## config.mk

```make
export PLATFORM = sky130hd
export DESIGN_NAME = indexed_shift_queue_unit
export DESIGN_NICKNAME = d
export VERILOG_FILES = /design/src/design/isq_pkg.sv /design/src/design/isq_cell.sv /design/src/design/indexed_shift_queue_unit.sv
export SDC_FILE = /design/constraint.sdc
export NUM_CORES = 1
export LEC_CHECK = 0
export BUFFER_PORTS_ARGS = -buffer_cell sky130_fd_sc_hd__buf_2
export CAP_MARGIN = 20
export CORE_MARGIN = 3
export CORE_UTILIZATION = 33
export CTS_CLUSTER_SIZE = 8
export DETAILED_ROUTE_END_ITERATION = 16
export HOLD_SLACK_MARGIN = 0.12
export PLACE_DENSITY_LB_ADDON = 0.15
export SYNTH_ARGS = -nofsm -noshare
export SYNTH_HDL_FRONTEND = slang
export SYNTH_SLANG_ARGS = --single-unit
```

## constraint.sdc

```tcl
create_clock -name clk_i -period 6.4 [get_ports clk_i]
set_clock_uncertainty 0.15 [all_clocks]
set_input_delay 1.28 -clock clk_i [delete_from_list [all_inputs] [get_ports clk_i]]
set_output_delay 1.28 -clock clk_i [all_outputs]
set_load 0.005 [all_outputs]
```

## src/design/isq_pkg.sv

```systemverilog
`timescale 1ns / 1ps

package isq_pkg;

  // Position width: covers a 5-bit request index and any capacity up to 256.
  localparam int unsigned PosW = 9;

  typedef enum logic [2:0] {
    ACT_INSERT = 3'd0,
    ACT_REMOVE = 3'd1,
    ACT_READ   = 3'd2,
    ACT_APPEND = 3'd3,
    ACT_POP    = 3'd4
  } action_e;

  typedef enum logic [1:0] {
    ST_OK    = 2'd0,
    ST_FULL  = 2'd1,
    ST_EMPTY = 2'd2,
    ST_RANGE = 2'd3
  } status_e;

  // Broadcast to every cell of the chain.
  typedef struct packed {
    logic            ins;
    logic            rem;
    logic [PosW-1:0] pos;
  } cell_op_t;

endpackage

```

## src/design/isq_cell.sv

```systemverilog
`timescale 1ns / 1ps

module isq_cell #(
  parameter int unsigned DATA_WIDTH = 32,
  parameter int unsigned IDX        = 0
) (
  input  logic                  clk_i,
  input  isq_pkg::cell_op_t     op_i,
  input  logic [DATA_WIDTH-1:0] new_word_i,
  input  logic [DATA_WIDTH-1:0] left_i,
  input  logic [DATA_WIDTH-1:0] right_i,
  output logic [DATA_WIDTH-1:0] word_o
);
  import isq_pkg::*;

  localparam logic [PosW-1:0] MyPos = PosW'(IDX);

  logic [DATA_WIDTH-1:0] word_q;
  logic [DATA_WIDTH-1:0] word_d;

  always_comb begin
    word_d = word_q;
    if (op_i.ins) begin
      if (MyPos == op_i.pos) begin
        word_d = new_word_i;
      end else if (MyPos > op_i.pos) begin
        word_d = left_i;
      end
    end else if (op_i.rem) begin
      if (MyPos >= op_i.pos) begin
        word_d = right_i;
      end
    end
  end

  always_ff @(posedge clk_i) begin
    word_q <= word_d;
  end

  assign word_o = word_q;

endmodule

```

## src/design/indexed_shift_queue_unit.sv

```systemverilog
`timescale 1ns / 1ps
// Indexed shift queue: ordered queue of data words packed from position 0.
// Request channel: in_valid_i / in_stall_o with action_i, index_i, element_i.
// Actions: insert at index, remove at index, read at index, append, pop front.
// Result channel: out_valid_o / out_stall_i with element_out_o, count_o,
// status_o (ok, full, empty, index out of range). One result per request.
// Each request is done in the cycle it is taken: a row of CAPACITY cells
// shifts up or down in parallel, so out_valid_o rises in the cycle after
// acceptance and one request per cycle is taken while in_stall_o is low.
// The result register is the only buffer: while a result waits under
// out_stall_i, in_stall_o is high and no request is taken; a result taken in
// the same cycle lets the next request in.
// Reset empties the queue (count 0) and clears the result valid; stored words
// are not cleared and are never visible before they are written.
// Failed requests leave the queue unchanged and return element_out_o = 0.

module indexed_shift_queue_unit #(
  parameter int unsigned CAPACITY   = 16,
  parameter int unsigned DATA_WIDTH = 32
) (
  input  logic        clk_i,
  input  logic        rst_ni,
  input  logic        in_valid_i,
  output logic        in_stall_o,
  input  logic [2:0]  action_i,
  input  logic [4:0]  index_i,
  input  logic [31:0] element_i,
  output logic        out_valid_o,
  input  logic        out_stall_i,
  output logic [31:0] element_out_o,
  output logic [4:0]  count_o,
  output logic [1:0]  status_o
);
  import isq_pkg::*;

  localparam int unsigned CntW = $clog2(CAPACITY + 1);
  localparam int unsigned MaxW = (DATA_WIDTH > 32) ? DATA_WIDTH : 32;

  logic [CntW-1:0]       count_q, count_d;
  logic                  out_valid_q;
  logic [31:0]           elem_out_q;
  logic [4:0]            cnt_out_q;
  status_e               status_q;

  logic                  accept;
  logic [PosW-1:0]       pos;
  logic [PosW-1:0]       cnt_pos;
  logic                  full, empty;
  logic                  ins_ok, rem_ok, rd_ok;
  status_e               status_d;
  cell_op_t              op;
  logic [MaxW-1:0]       in_wide;
  logic [MaxW-1:0]       rd_wide;
  logic [DATA_WIDTH-1:0] new_word;
  logic [DATA_WIDTH-1:0] rd_word;
  logic [DATA_WIDTH-1:0] cell_q [CAPACITY];

  assign in_stall_o = out_valid_q & out_stall_i;
  assign accept     = in_valid_i & ~in_stall_o;

  assign cnt_pos = PosW'(count_q);
  assign full    = (count_q == CntW'(CAPACITY));
  assign empty   = (count_q == '0);

  always_comb begin
    pos      = PosW'(index_i);
    ins_ok   = 1'b0;
    rem_ok   = 1'b0;
    rd_ok    = 1'b0;
    status_d = ST_OK;
    case (action_e'(action_i))
      ACT_INSERT, ACT_APPEND: begin
        if (action_e'(action_i) == ACT_APPEND) begin
          pos = cnt_pos;
        end
        if (full) begin
          status_d = ST_FULL;
        end else if (pos > cnt_pos) begin
          status_d = ST_RANGE;
        end else begin
          ins_ok = 1'b1;
        end
      end
      ACT_REMOVE, ACT_READ, ACT_POP: begin
        if (action_e'(action_i) == ACT_POP) begin
          pos = '0;
        end
        if (empty) begin
          status_d = ST_EMPTY;
        end else if (pos >= cnt_pos) begin
          status_d = ST_RANGE;
        end else if (action_e'(action_i) == ACT_READ) begin
          rd_ok = 1'b1;
        end else begin
          rem_ok = 1'b1;
        end
      end
      default: begin
        status_d = ST_RANGE;
      end
    endcase
  end

  assign in_wide  = MaxW'(element_i);
  assign new_word = in_wide[DATA_WIDTH-1:0];

  assign op.ins = accept & ins_ok;
  assign op.rem = accept & rem_ok;
  assign op.pos = pos;

  for (genvar i = 0; i < CAPACITY; i++) begin : g_cell
    logic [DATA_WIDTH-1:0] left_w, right_w;
    if (i == 0) begin : g_first
      assign left_w = '0;
    end else begin : g_left
      assign left_w = cell_q[i-1];
    end
    if (i == CAPACITY - 1) begin : g_last
      assign right_w = '0;
    end else begin : g_right
      assign right_w = cell_q[i+1];
    end
    isq_cell #(
      .DATA_WIDTH(DATA_WIDTH),
      .IDX       (i)
    ) u_cell (
      .clk_i     (clk_i),
      .op_i      (op),
      .new_word_i(new_word),
      .left_i    (left_w),
      .right_i   (right_w),
      .word_o    (cell_q[i])
    );
  end

  // Tap of the addressed cell.
  always_comb begin
    rd_word = '0;
    for (int i = 0; i < CAPACITY; i++) begin
      if (pos == PosW'(i)) begin
        rd_word = rd_word | cell_q[i];
      end
    end
  end

  assign rd_wide = MaxW'(rd_word);

  always_comb begin
    count_d = count_q;
    if (op.ins) begin
      count_d = count_q + CntW'(1);
    end else if (op.rem) begin
      count_d = count_q - CntW'(1);
    end
  end

  always_ff @(posedge clk_i or negedge rst_ni) begin
    if (!rst_ni) begin
      count_q     <= '0;
      out_valid_q <= 1'b0;
    end else begin
      count_q     <= count_d;
      out_valid_q <= accept | (out_valid_q & out_stall_i);
    end
  end

  always_ff @(posedge clk_i) begin
    if (accept) begin
      elem_out_q <= (rd_ok | rem_ok) ? rd_wide[31:0] : 32'd0;
      cnt_out_q  <= 5'(count_d);
      status_q   <= status_d;
    end
  end

  assign out_valid_o   = out_valid_q;
  assign element_out_o = elem_out_q;
  assign count_o       = cnt_out_q;
  assign status_o      = status_q;

endmodule

```

# --- Word level (Yosys, flattened, before mapping) ---
# Index checks and enable logic that the tools add are counted.
totals:
  ff_bits: 557
  input_bits: 44
  output_inout_bits: 41
  elab_cells: 287
op_classes:
  addsub: 2
  magnitude_cmp: 34
  n_eq_ne: 51
  mux: 119
  bitwise_logic: 22
  reduce_logical: 38
op_table:
  columns: ["op", "n"]
  rows:
  - ["$mux 32", 96]
  - ["$or 32x32->32", 15]
  - ["$eq 4x9->1 const A", 8]
  - ["$eq 9x4->1 const B", 8]
  - ["$ge 4x9->1 const A", 8]
  - ["$gt 4x9->1 const A", 8]
  - ["$reduce_and 3->1", 16]
  - ["$ne 3x1->1 const B", 15]
  - ["$eq 3x9->1 const A", 4]
  - ["$eq 9x3->1 const B", 4]
  - ["$ge 3x9->1 const A", 4]
  - ["$gt 3x9->1 const A", 4]
  - ["$reduce_bool 2->1", 17]
  - ["$mux 5", 4]
  - ["$eq 2x9->1 const A", 2]
  - ["$eq 9x2->1 const B", 2]
  - ["$ge 1x9->1 const A", 2]
  - ["$ge 2x9->1 const A", 2]
  - ["$gt 1x9->1 const A", 2]
  - ["$gt 2x9->1 const A", 2]
  - ["$mux 9", 2]
  - ["$pmux 9 s2", 1]
  - ["$mux 1", 11]
  - ["$eq 1x9->1 const A", 1]
  - ["other kinds (20)", 28]

# --- Longest topological paths before layout ---
# Gate-level depths: netlist of the first run.
depth:
  word_depth: 36
  mapped_depth: 17
  mapped_depth_nobuf: 12

# --- Cells and area by module ---
# Synthesis of the first run repeated with hierarchy kept, for this count alone.
hier_totals:
  cells_unflattened: 3723
  area_unflattened_um2: 38720.9
modules_own_cells:
  columns: ["module", "instances", "cells_each", "area_each_um2", "seq_area_each_um2"]
  rows:
  - ["indexed_shift_queue_unit", 1, 813, 5784.3, 1321.3]
  - ["isq_cell at g_cell[14].u_cell", 1, 196, 2418.6, 960.9]
  - ["isq_cell at g_cell[4].u_cell", 1, 197, 2114.5, 960.9]
  - ["isq_cell at g_cell[0].u_cell", 1, 196, 2092.0, 960.9]
  - ["isq_cell at g_cell[11].u_cell", 1, 195, 2067.0, 960.9]
  - ["isq_cell at g_cell[8].u_cell", 1, 229, 2067.0, 960.9]
  - ["isq_cell at g_cell[10].u_cell", 1, 198, 2064.5, 960.9]
  - ["isq_cell at g_cell[12].u_cell", 1, 197, 2062.0, 960.9]
  - ["isq_cell at g_cell[9].u_cell", 1, 197, 2059.5, 960.9]
  - ["isq_cell at g_cell[6].u_cell", 1, 197, 2057.0, 960.9]
  - ["isq_cell at g_cell[5].u_cell", 1, 197, 2055.7, 960.9]
  - ["isq_cell at g_cell[13].u_cell", 1, 196, 2050.7, 960.9]
  - ["isq_cell at g_cell[7].u_cell", 1, 196, 2045.7, 960.9]
  - ["isq_cell at g_cell[15].u_cell", 1, 195, 2043.2, 960.9]
  - ["3 more rows", null, null, null, null]

# --- Least setup slack after synthesis of the first run ---
# OpenSTA, ideal clock, no wires.
synth_path:
  kind: "input-to-reg"
  startpoint: "input action_i[1]"
  endpoint: "register g_cell[13].u_cell.word_q[0] (enable)"
  setup_ns: 0.470
  arrival_time_ns: 6.152
  t_required_ns: 5.780
  path_slack_ns: -0.372
  cell_stages: 14
  path_buffers: 4
  cell_sequence: "clkbuf_2 buf_2 or2_2 clkbuf_1 nand2_1 ha_1 nand2b_1 a21o_1 a21oi_1 a21boi_0 nor4b_2 nor2_1 clkbuf_1 a211oi_1"
synth_via:
  elab_chain_cells: 10
  elab_cells_between_ends: 30
  classes_between: "order compare: 4; eq/ne: 6; mux: 12; bitwise: 2; reduce/logical: 6"
synth_lines:
  columns: ["item", "line_no", "rtl"]
  rows:
  - ["start, declared", "indexed_shift_queue_unit.sv:25", "input logic [2:0] action_i,"]
  - ["$eq 3x2->1 / $eq 3x3->1 (equally long branches)", "indexed_shift_queue_unit.sv:71, indexed_shift_queue_unit.sv:73, indexed_shift_queue_unit.sv:85", null]
  - ["$mux 5, on equally long branches", "indexed_shift_queue_unit.sv:73, indexed_shift_queue_unit.sv:85", null]
  - ["$mux 9", "indexed_shift_queue_unit.sv:71", "case (action_e'(action_i))"]
  - ["$gt 9x5->1 / $ge 9x5->1 (equally long branches)", "indexed_shift_queue_unit.sv:78, indexed_shift_queue_unit.sv:90", null]
  - ["$mux 1, on equally long branches", "indexed_shift_queue_unit.sv:78, indexed_shift_queue_unit.sv:90", null]
  - ["$mux 1, on equally long branches", "indexed_shift_queue_unit.sv:76, indexed_shift_queue_unit.sv:88", null]
  - ["$mux 1", "indexed_shift_queue_unit.sv:71", null]
  - ["$and 1x1->1, on equally long branches", "indexed_shift_queue_unit.sv:107, indexed_shift_queue_unit.sv:108", null]
  - ["$ne 3x1->1 (no source line) / $reduce_bool 2->1 (equally long branches)", null, null]
  - ["$reduce_and 3->1 (no source line) (*)", null, null]
  - ["end signal, assigned", "isq_cell.sv:37", "word_q <= word_d;"]
  - ["end, declared", "isq_cell.sv:18", "logic [DATA_WIDTH-1:0] word_q;"]
# Mark *: on every way between the ends. The rest lies on a longest branch, timed or not. The select of a mux whose other input is x is not followed.
# A chain may end at the register's enable or synchronous reset.

# --- Final worst setup path of the first run ---
layout_path:
  startpoint: "input action_i[0]"
  endpoint: "register g_cell[7].u_cell.word_q[8] (data pin)"
layout_via:
  elab_chain_cells: 9
  elab_cells_between_ends: 20
  classes_between: "order compare: 1; eq/ne: 5; mux: 10; bitwise: 1; reduce/logical: 3"
layout_lines:
  columns: ["item", "line_no", "rtl"]
  rows:
  - ["$eq 3x2->1", "indexed_shift_queue_unit.sv:71, indexed_shift_queue_unit.sv:73", null]
  - ["$mux 5", "indexed_shift_queue_unit.sv:73", "if (action_e'(action_i) == ACT_APPEND) begin"]
  - ["$mux 9", "indexed_shift_queue_unit.sv:71", null]
  - ["$gt 9x5->1", "indexed_shift_queue_unit.sv:78", "end else if (pos > cnt_pos) begin"]
  - ["$mux 1", "indexed_shift_queue_unit.sv:78", null]
  - ["$mux 1", "indexed_shift_queue_unit.sv:76", "if (full) begin"]
  - ["$mux 1", "indexed_shift_queue_unit.sv:71", null]
  - ["$and 1x1->1", "indexed_shift_queue_unit.sv:107", "assign op.ins = accept & ins_ok;"]
  - ["$mux 32 (*)", "isq_cell.sv:23", "if (op_i.ins) begin"]
  - ["named net g_cell[7].u_cell.word_d[8]", "isq_cell.sv:19", "logic [DATA_WIDTH-1:0] word_d;"]
  - ["end signal, assigned", "isq_cell.sv:37", null]
  - ["end, declared", "isq_cell.sv:18", null]
# The timed path passes the listed nets; every way through them passes the cells marked *. The select of a mux whose other input is x is not followed.

==> metrics.txt, run 1 <==
Overflow after GRT=0; dpl cell area=34,000 um^2; cts repair resizes=0; Seq pwr share=43.6%; crit path DAT=~5200 ps; Iter 0 DRT Violations=3,096; final hold violations=0; Worst-Skew Late Latency=650 ps; Placer Congestion=0.851; FFs w/ async S/R, synth=1.08%; post-route cell area=36,100 um^2; Worst Setup SP=action_i[0]; cts bufs inserted=80; first-pass GRT wire length=185,000 um; worst setup path class=in2reg; initial antenna violation count=4; CP startpoint kind=input pin; post-CTS setup buffers=0; Detailed Route WL=128,000 um; Setup TNS=0 ps; Routed Antenna Nets=0; Period Utilization, post-route=a little under 80%; Syn Inst Count=3,224; Global Route Usage Sum=between 20% and 30%; power per cell area=290 nW/um^2; area leader, netlist=edfxtp_1; clock tree from TritonCTS=done; status=complete, no violations; FF/Latch Area=16,700 um^2; number of global-route vias before repair=~26,000; Ys Warns=0; Psw=3.26 mW; Pins Over Slew Limit=0; Max-Cap Viols=0; Comb power frac=19.3%; area occupied by multi-input gates=approximately 14,000 um^2; CP required=6600 ps; count of cell types in the netlist=67; RSZ-0062 raised after global routing=false; post-synth top area share=51.5%; WL per Instance=between 20 and 30 um; top cells by area, synth=edfxtp_1 (52%), mux2i_1 (11%), nand2_1 (9.2%), a31oi_1 (3.2%), o21ai_0 (2.4%); CORE AREA=95,700 um^2; fin nets=3,245; Fmax=199 MHz; Worst slew margin=23.0%; DRT Pass-1 Iters=6; Clock Root Buffer=clkbuf_16; Die X=318 um; Layout fillers=between 9,000 and 10,000; most used flip-flop cell after synthesis=edfxtp_1; Syn Nets=3,280; via count=26,700; Peak supply drop=0.206 mV; layout cells sized above 1=11.2%; Least-Margin Pin Slew=approximately 1200 ps; Syn-to-layout area delta=12.5%; Post-synth EDFFs=551; post-synthesis sequential area ratio=52.0%; Die Ht=318 um; Post-route DRC=0; largest net degree at the start of global routing=210; # H-tree levels=3; Hold-fix buffers, CTS=0; CP max FO=208; # port buffers=84; Hold Path Class=in2async; clock sink total=approximately 560; Top Ports=85; min Tclk post-route=5020 ps; P_leak=13.5 nW; switching part of the total=around 31%; Clk pwr share=a little under two fifths; Internal=7.22 mW; Critical R2R Launch=count_q[1]; Mean Syn Cell Area=9.96 um^2; die area=101,000 um^2; Post-Synthesis Cell Area=32,100 um^2; register clock-pin slew on the reported worst setup and hold paths=about 50 ps; Vias/cell=5.97; register bit count reported by yosys=557; Std-Cell Rows=between 100 and 150; Post-DP HPWL=75,100 um; Clock Path Buffers=3; Crit. End Element=flip-flop; final setup vio count=0; Starting Density=roughly a third
[worst paths after layout]
path                                                   end  cells past startpoint  slack, ps
worst max-delay path            g_cell[7].u_cell.word_o[8]                     16       1380
worst min-delay path                            count_q[0]                      1        300
worst max register to register  g_cell[7].u_cell.word_o[8]                     12       2110
worst min register to register                 out_valid_o                      2        380
max in group asynchronous                       count_q[3]                      1       5650
min in group clk_i                             out_valid_o                      2        380
[placed cells by master, fill, tap and decap left out, types with 38 or more instances in the layout]
master and n:
nand2_1 780, edfxtp_1 551, mux2i_1 350, nor2_1 186, a31oi_1 164, o21ai_0 157
o21ai_1 144, buf_2 84, buf_4 81, clkbuf_16 80, nor4b_1 58, a22o_1 58
a21oi_1 43, inv_1 39, nand3_1 38
[Yosys cell counts, types with 29 or more instances]
master       n
a2111oi_0   29
a21oi_1     46
a22o_1      58
a22oi_1     33
a31oi_1    164
buf_2       61
clkbuf_1   200
edfxtp_1   551
inv_1       40
mux2_2      33
mux2i_1    350
nand2_1    791
nand3_1     38
nand4_1     33
nor2_1     196
nor4_1      32
nor4b_1     58
o21ai_0    157
o21ai_1    144
o22a_1      29
o31a_1      29
[cell type report]
cell class | instances | area share [%]
diodes | 1 | 0.00693
clock buffers | 90 | 5.65
clock inverters | 10 | 0.267
inverters | 40 | 0.416
multi-input cells | 2332 | 39.5
flip-flops and latches | 557 | 46.2
well taps | 1265 | 4.38
repair buffers | 178 | 3.57
[per-stage QoR]
stage	std cells	power, mW	worst slack (ps)	util [%]	hold WS, ps
after global routing	4473	10.9	1130	37.7	297
after CTS	4471	10.5	1500	37.7	259
after floorplan	3224	5.80	-148	-	357
final	4473	10.5	1380	37.7	302
after global placement	4368	6.61	675	35.4	345
after detailed placement	4371	6.63	817	35.5	363
[layer usage]
| metal | up-vias | global-route usage [%] | share of wire, % |
|---|---|---|---|
| li1 | 11800 | - | - |
| met1 | 13200 | 32.9 | 42 |
| met2 | 1432 | 39.4 | 46 |
| met3 | 286 | 3.90 | 8.0 |
| met4 | 0 | 9.54 | 4.0 |
| met5 | - | 0 | 0 |
[sequential cells by signal, summed over array words and instances, names as in the netlist]
name,count
status_o,2
out_valid_o,1
count_o,5
element_out_o,32
count_q,5
g_cell.u_cell.word_o,512
[cells by family (layout without fill, tap and decap cells)]
logic type | after synthesis | after routing | share of synthesized area [%]
adder cells (fa/ha/maj) | 12 | 12 | 0.468
flip-flops | 557 | 557 | 52.0
AND/OR/NAND/NOR | 1204 | 1204 | 16.5
other | 0 | 1 | 0
buffers and inverters | 335 | 318 | 4.45
XOR/XNOR | 5 | 5 | 0.136
multiplexers | 383 | 383 | 12.1
AO/OA/AOI/OAI | 728 | 728 | 14.4
[critical path, stage by stage]
cell	delay, ps
buf_2	160
nor2b_1	150
buf_4	180
nand2_1	190
nand2_1	120
o21ai_0	90
ha_1	300
nor2b_1	140
o21a_1	160
o21ai_1	130
a21oi_1	140
nor3_2	270
buf_4	180
buf_12	570
buf_4	680
a31oi_1	180
[power groups by stage]
| stage | clock, mW | combinational [mW] | sequential (mW) |
|---|---|---|---|
| after floorplan | 0 | 1.25 | 4.55 |
| after global placement | 0 | 1.98 | 4.63 |
| after detailed placement | 0 | 2.00 | 4.63 |
| after CTS | 3.97 | 2.00 | 4.56 |
| after global routing | 4.11 | 2.18 | 4.59 |
| final | 3.88 | 2.03 | 4.57 |
Power figures use the tool's default switching activity.
==> inputs of run 2 (changes only) <==
- clock period: 6.4 -> 4.75 ns (I/O delays scaled with it)
==> run 2 against run 1 <==
Compared with the run above: sequential power is 34% higher; design area is 3.5% higher; register-to-register slack worse by 1200 ps; critical path depth is 4 lower; worst hold slack better by 74 ps; worst setup slack worse by 590 ps; non-clock buffer count is 78 higher; utilization is 1.3 points higher; final cell count is 1.7% higher; wire length is 2.7% higher; global-route usage is 0.57 points higher; highest routed layer is now met5.
==> metrics.txt, run 2 (same netlist as run 1, synthesis figures left out) <==
Crit. End Element=flip-flop; cts bufs inserted=80 (unchanged); most frequent cells in the layout=nand2_1 (780), edfxtp_1 (551), mux2i_1 (350); Vias/cell=5.98 (+0.18%); first-pass GRT wire length=188,000 um (+1.8%); Die X=318 um (unchanged); Post-route DRC=0 (unchanged); FF-to-FF path depth=8 (-4); Least-Margin Pin Slew=972 ps (-180 ps); Peak supply drop=0.235 mV (+14%); Top cell by count, worst path=buf_4; Routed Antenna Nets=0 (unchanged); Worst-Skew Late Latency=640 ps (about the same); Worst path slowest cell=o211ai_1; P_leak=14.0 nW (+4.2%); Top Ports=85 (unchanged); Hold Path End=out_valid_o; Overflow after GRT=0 (unchanged); clock sink total=557 (unchanged); Detailed Route WL=131,000 um (+2.7%); critical path cell sequence=buf_2, nor2b_1, buf_4, o21ai_1, o211ai_1, buf_4, nor3_4, buf_4, a32o_1, nor4_1, a31oi_1, buf_4; RSZ-0062 raised after global routing=false; max reg flops=512 (unchanged); Period Utilization, post-route=83.6%; Clock Path Buffers=3 (unchanged); initial antenna violation count=3 (-1); final hold violations=0 (unchanged); min Tclk post-route=3970 ps; R2R Setup Slk=920 ps (-1190 ps); CP startpoint kind=input pin; slowest stage delay, CP=610 ps (-70 ps); worst setup path class=in2reg; crit path DAT=4200 ps (-1030 ps); via count=27,200 (+1.9%); Clock Root Buffer=clkbuf_16; die area=101,000 um^2 (unchanged); Worst Setup SP=action_i[0]; Placer Congestion=0.877 (+3.0%); Die Ht=318 um (unchanged); # port buffers=84 (unchanged); CP max FO=17 (-92%); Fmax=around 250 MHz; Global Route Usage Sum=25.0% (+0.57 points); largest net degree at the start of global routing=80 (-62%); clock tree from TritonCTS=done; worst hold start=in_valid_i; DRT Pass-1 Iters=8 (+2); Pins Over Slew Limit=0 (unchanged); final setup vio count=0 (unchanged); r2r endpoint=element_out_o[20]; Iter 0 DRT Violations=3,280 (+5.9%); cts repair resizes=0 (unchanged); Post-DP HPWL=82,400 um (+9.8%); status=complete, no violations; commonest non-fill, non-tap cell in the layout=nand2_1; number of global-route vias before repair=26,100 (-0.71%); layout cells sized above 1=13.2% (+2.0 points); CP required=4980 ps (-1620 ps); Min-Delay Path Depth=2; Std-Cell Rows=113 (unchanged); Syn-to-layout area delta=16.5%; total power=14.4 mW (+37%); WL per Instance=28.8 um (+0.98%); register clock-pin slew on the reported worst setup and hold paths=50 ps (about the same); Max-Cap Viols=0 (unchanged); Starting Density=33.5% (unchanged); power per cell area=384 nW/um^2 (+32%); Worst slew margin=34.9% (+12 points); fin nets=3,323 (+2.4%); # H-tree levels=3 (unchanged); post-CTS setup buffers=0 (unchanged); CORE AREA=95,700 um^2 (unchanged); Critical R2R Launch=count_q[0]; final core occ=39.1% (+1.3 points); Hold Path Class=in2reg
[run 2: changes by cell type in the layout (fill, tap and decap cells not counted), sizes merged]
cell         change
buf             +77
clkinv           -2
clkbuf           +1
diode            +1
dlygate4sd3      +1
[run 2: power breakdown]
| group | leakage [nW] | internal [mW] | switching [mW] |
|---|---|---|---|
| Combinational | 7.89 | 0.998 | 2.01 |
| Sequential | 5.09 | 5.89 | 0.248 |
| Clock | 1.04 | 3.02 | 2.19 |
| Total | 14.0 | 9.92 | 4.44 |
[run 2: worst max path at each step]
stage | endpoint | slack, ps | cells past startpoint
after floorplan | g_cell[11].u_cell.word_o[0] | -450 | 14
after global placement | g_cell[9].u_cell.word_o[10] | 210 | 14
final | element_out_o[18] | 780 | 12
after global routing | element_out_o[21] | 680 | 11
after CTS | g_cell[9].u_cell.word_o[1] | 900 | 14
after detailed placement | g_cell[9].u_cell.word_o[13] | 240 | 14
[run 2: layer usage]
layer | routed length, um | global-route usage, % | vias up | share of wire [%]
met5 | 13 | 0 | - | 0.0099
met4 | 4510 | 8.52 | 2 | 3.4
met3 | 11600 | 4.48 | 264 | 8.9
met2 | 58500 | 39.0 | 1472 | 45
met1 | 56400 | 34.9 | 13500 | 43
li1 | - | - | 12000 | -
[run 2: critical path: cells and delay by family]
kind	cells	cell delay, ps
AND/OR/NAND/NOR	3	610
AO/OA/AOI/OAI	4	1260
buffers and inverters	5	1360
[run 2: layout make-up]
cell class	count	area [um^2]
fillers	9345	58300
clock buffers	91	2060
repair buffers	256	2570
clock inverters	8	51.3
inverters	40	150
diodes	2	5.00
flip-flops and latches	557	16700
multi-input cells	2332	14300
well taps	1265	1580
[run 2: metrics by stage]
stage               hold slack, ps  TNS, ps  cell area, um^2  cells  worst slack, ps
CTS                            333        0            37400   4549              904
global route                   358        0            37400   4549              681
detailed placement             379        0            35300   4449              240
floorplan                      357  -112410            32200   3224             -452
finish                         376        0            37400   4551              781
global placement               355        0            35300   4448              212
[run 2: timing repair]
action,4_1_cts,5_1_grt
setup endpoints to repair,0,0
hold endpoints to repair,6,0
hold buffers,1,0
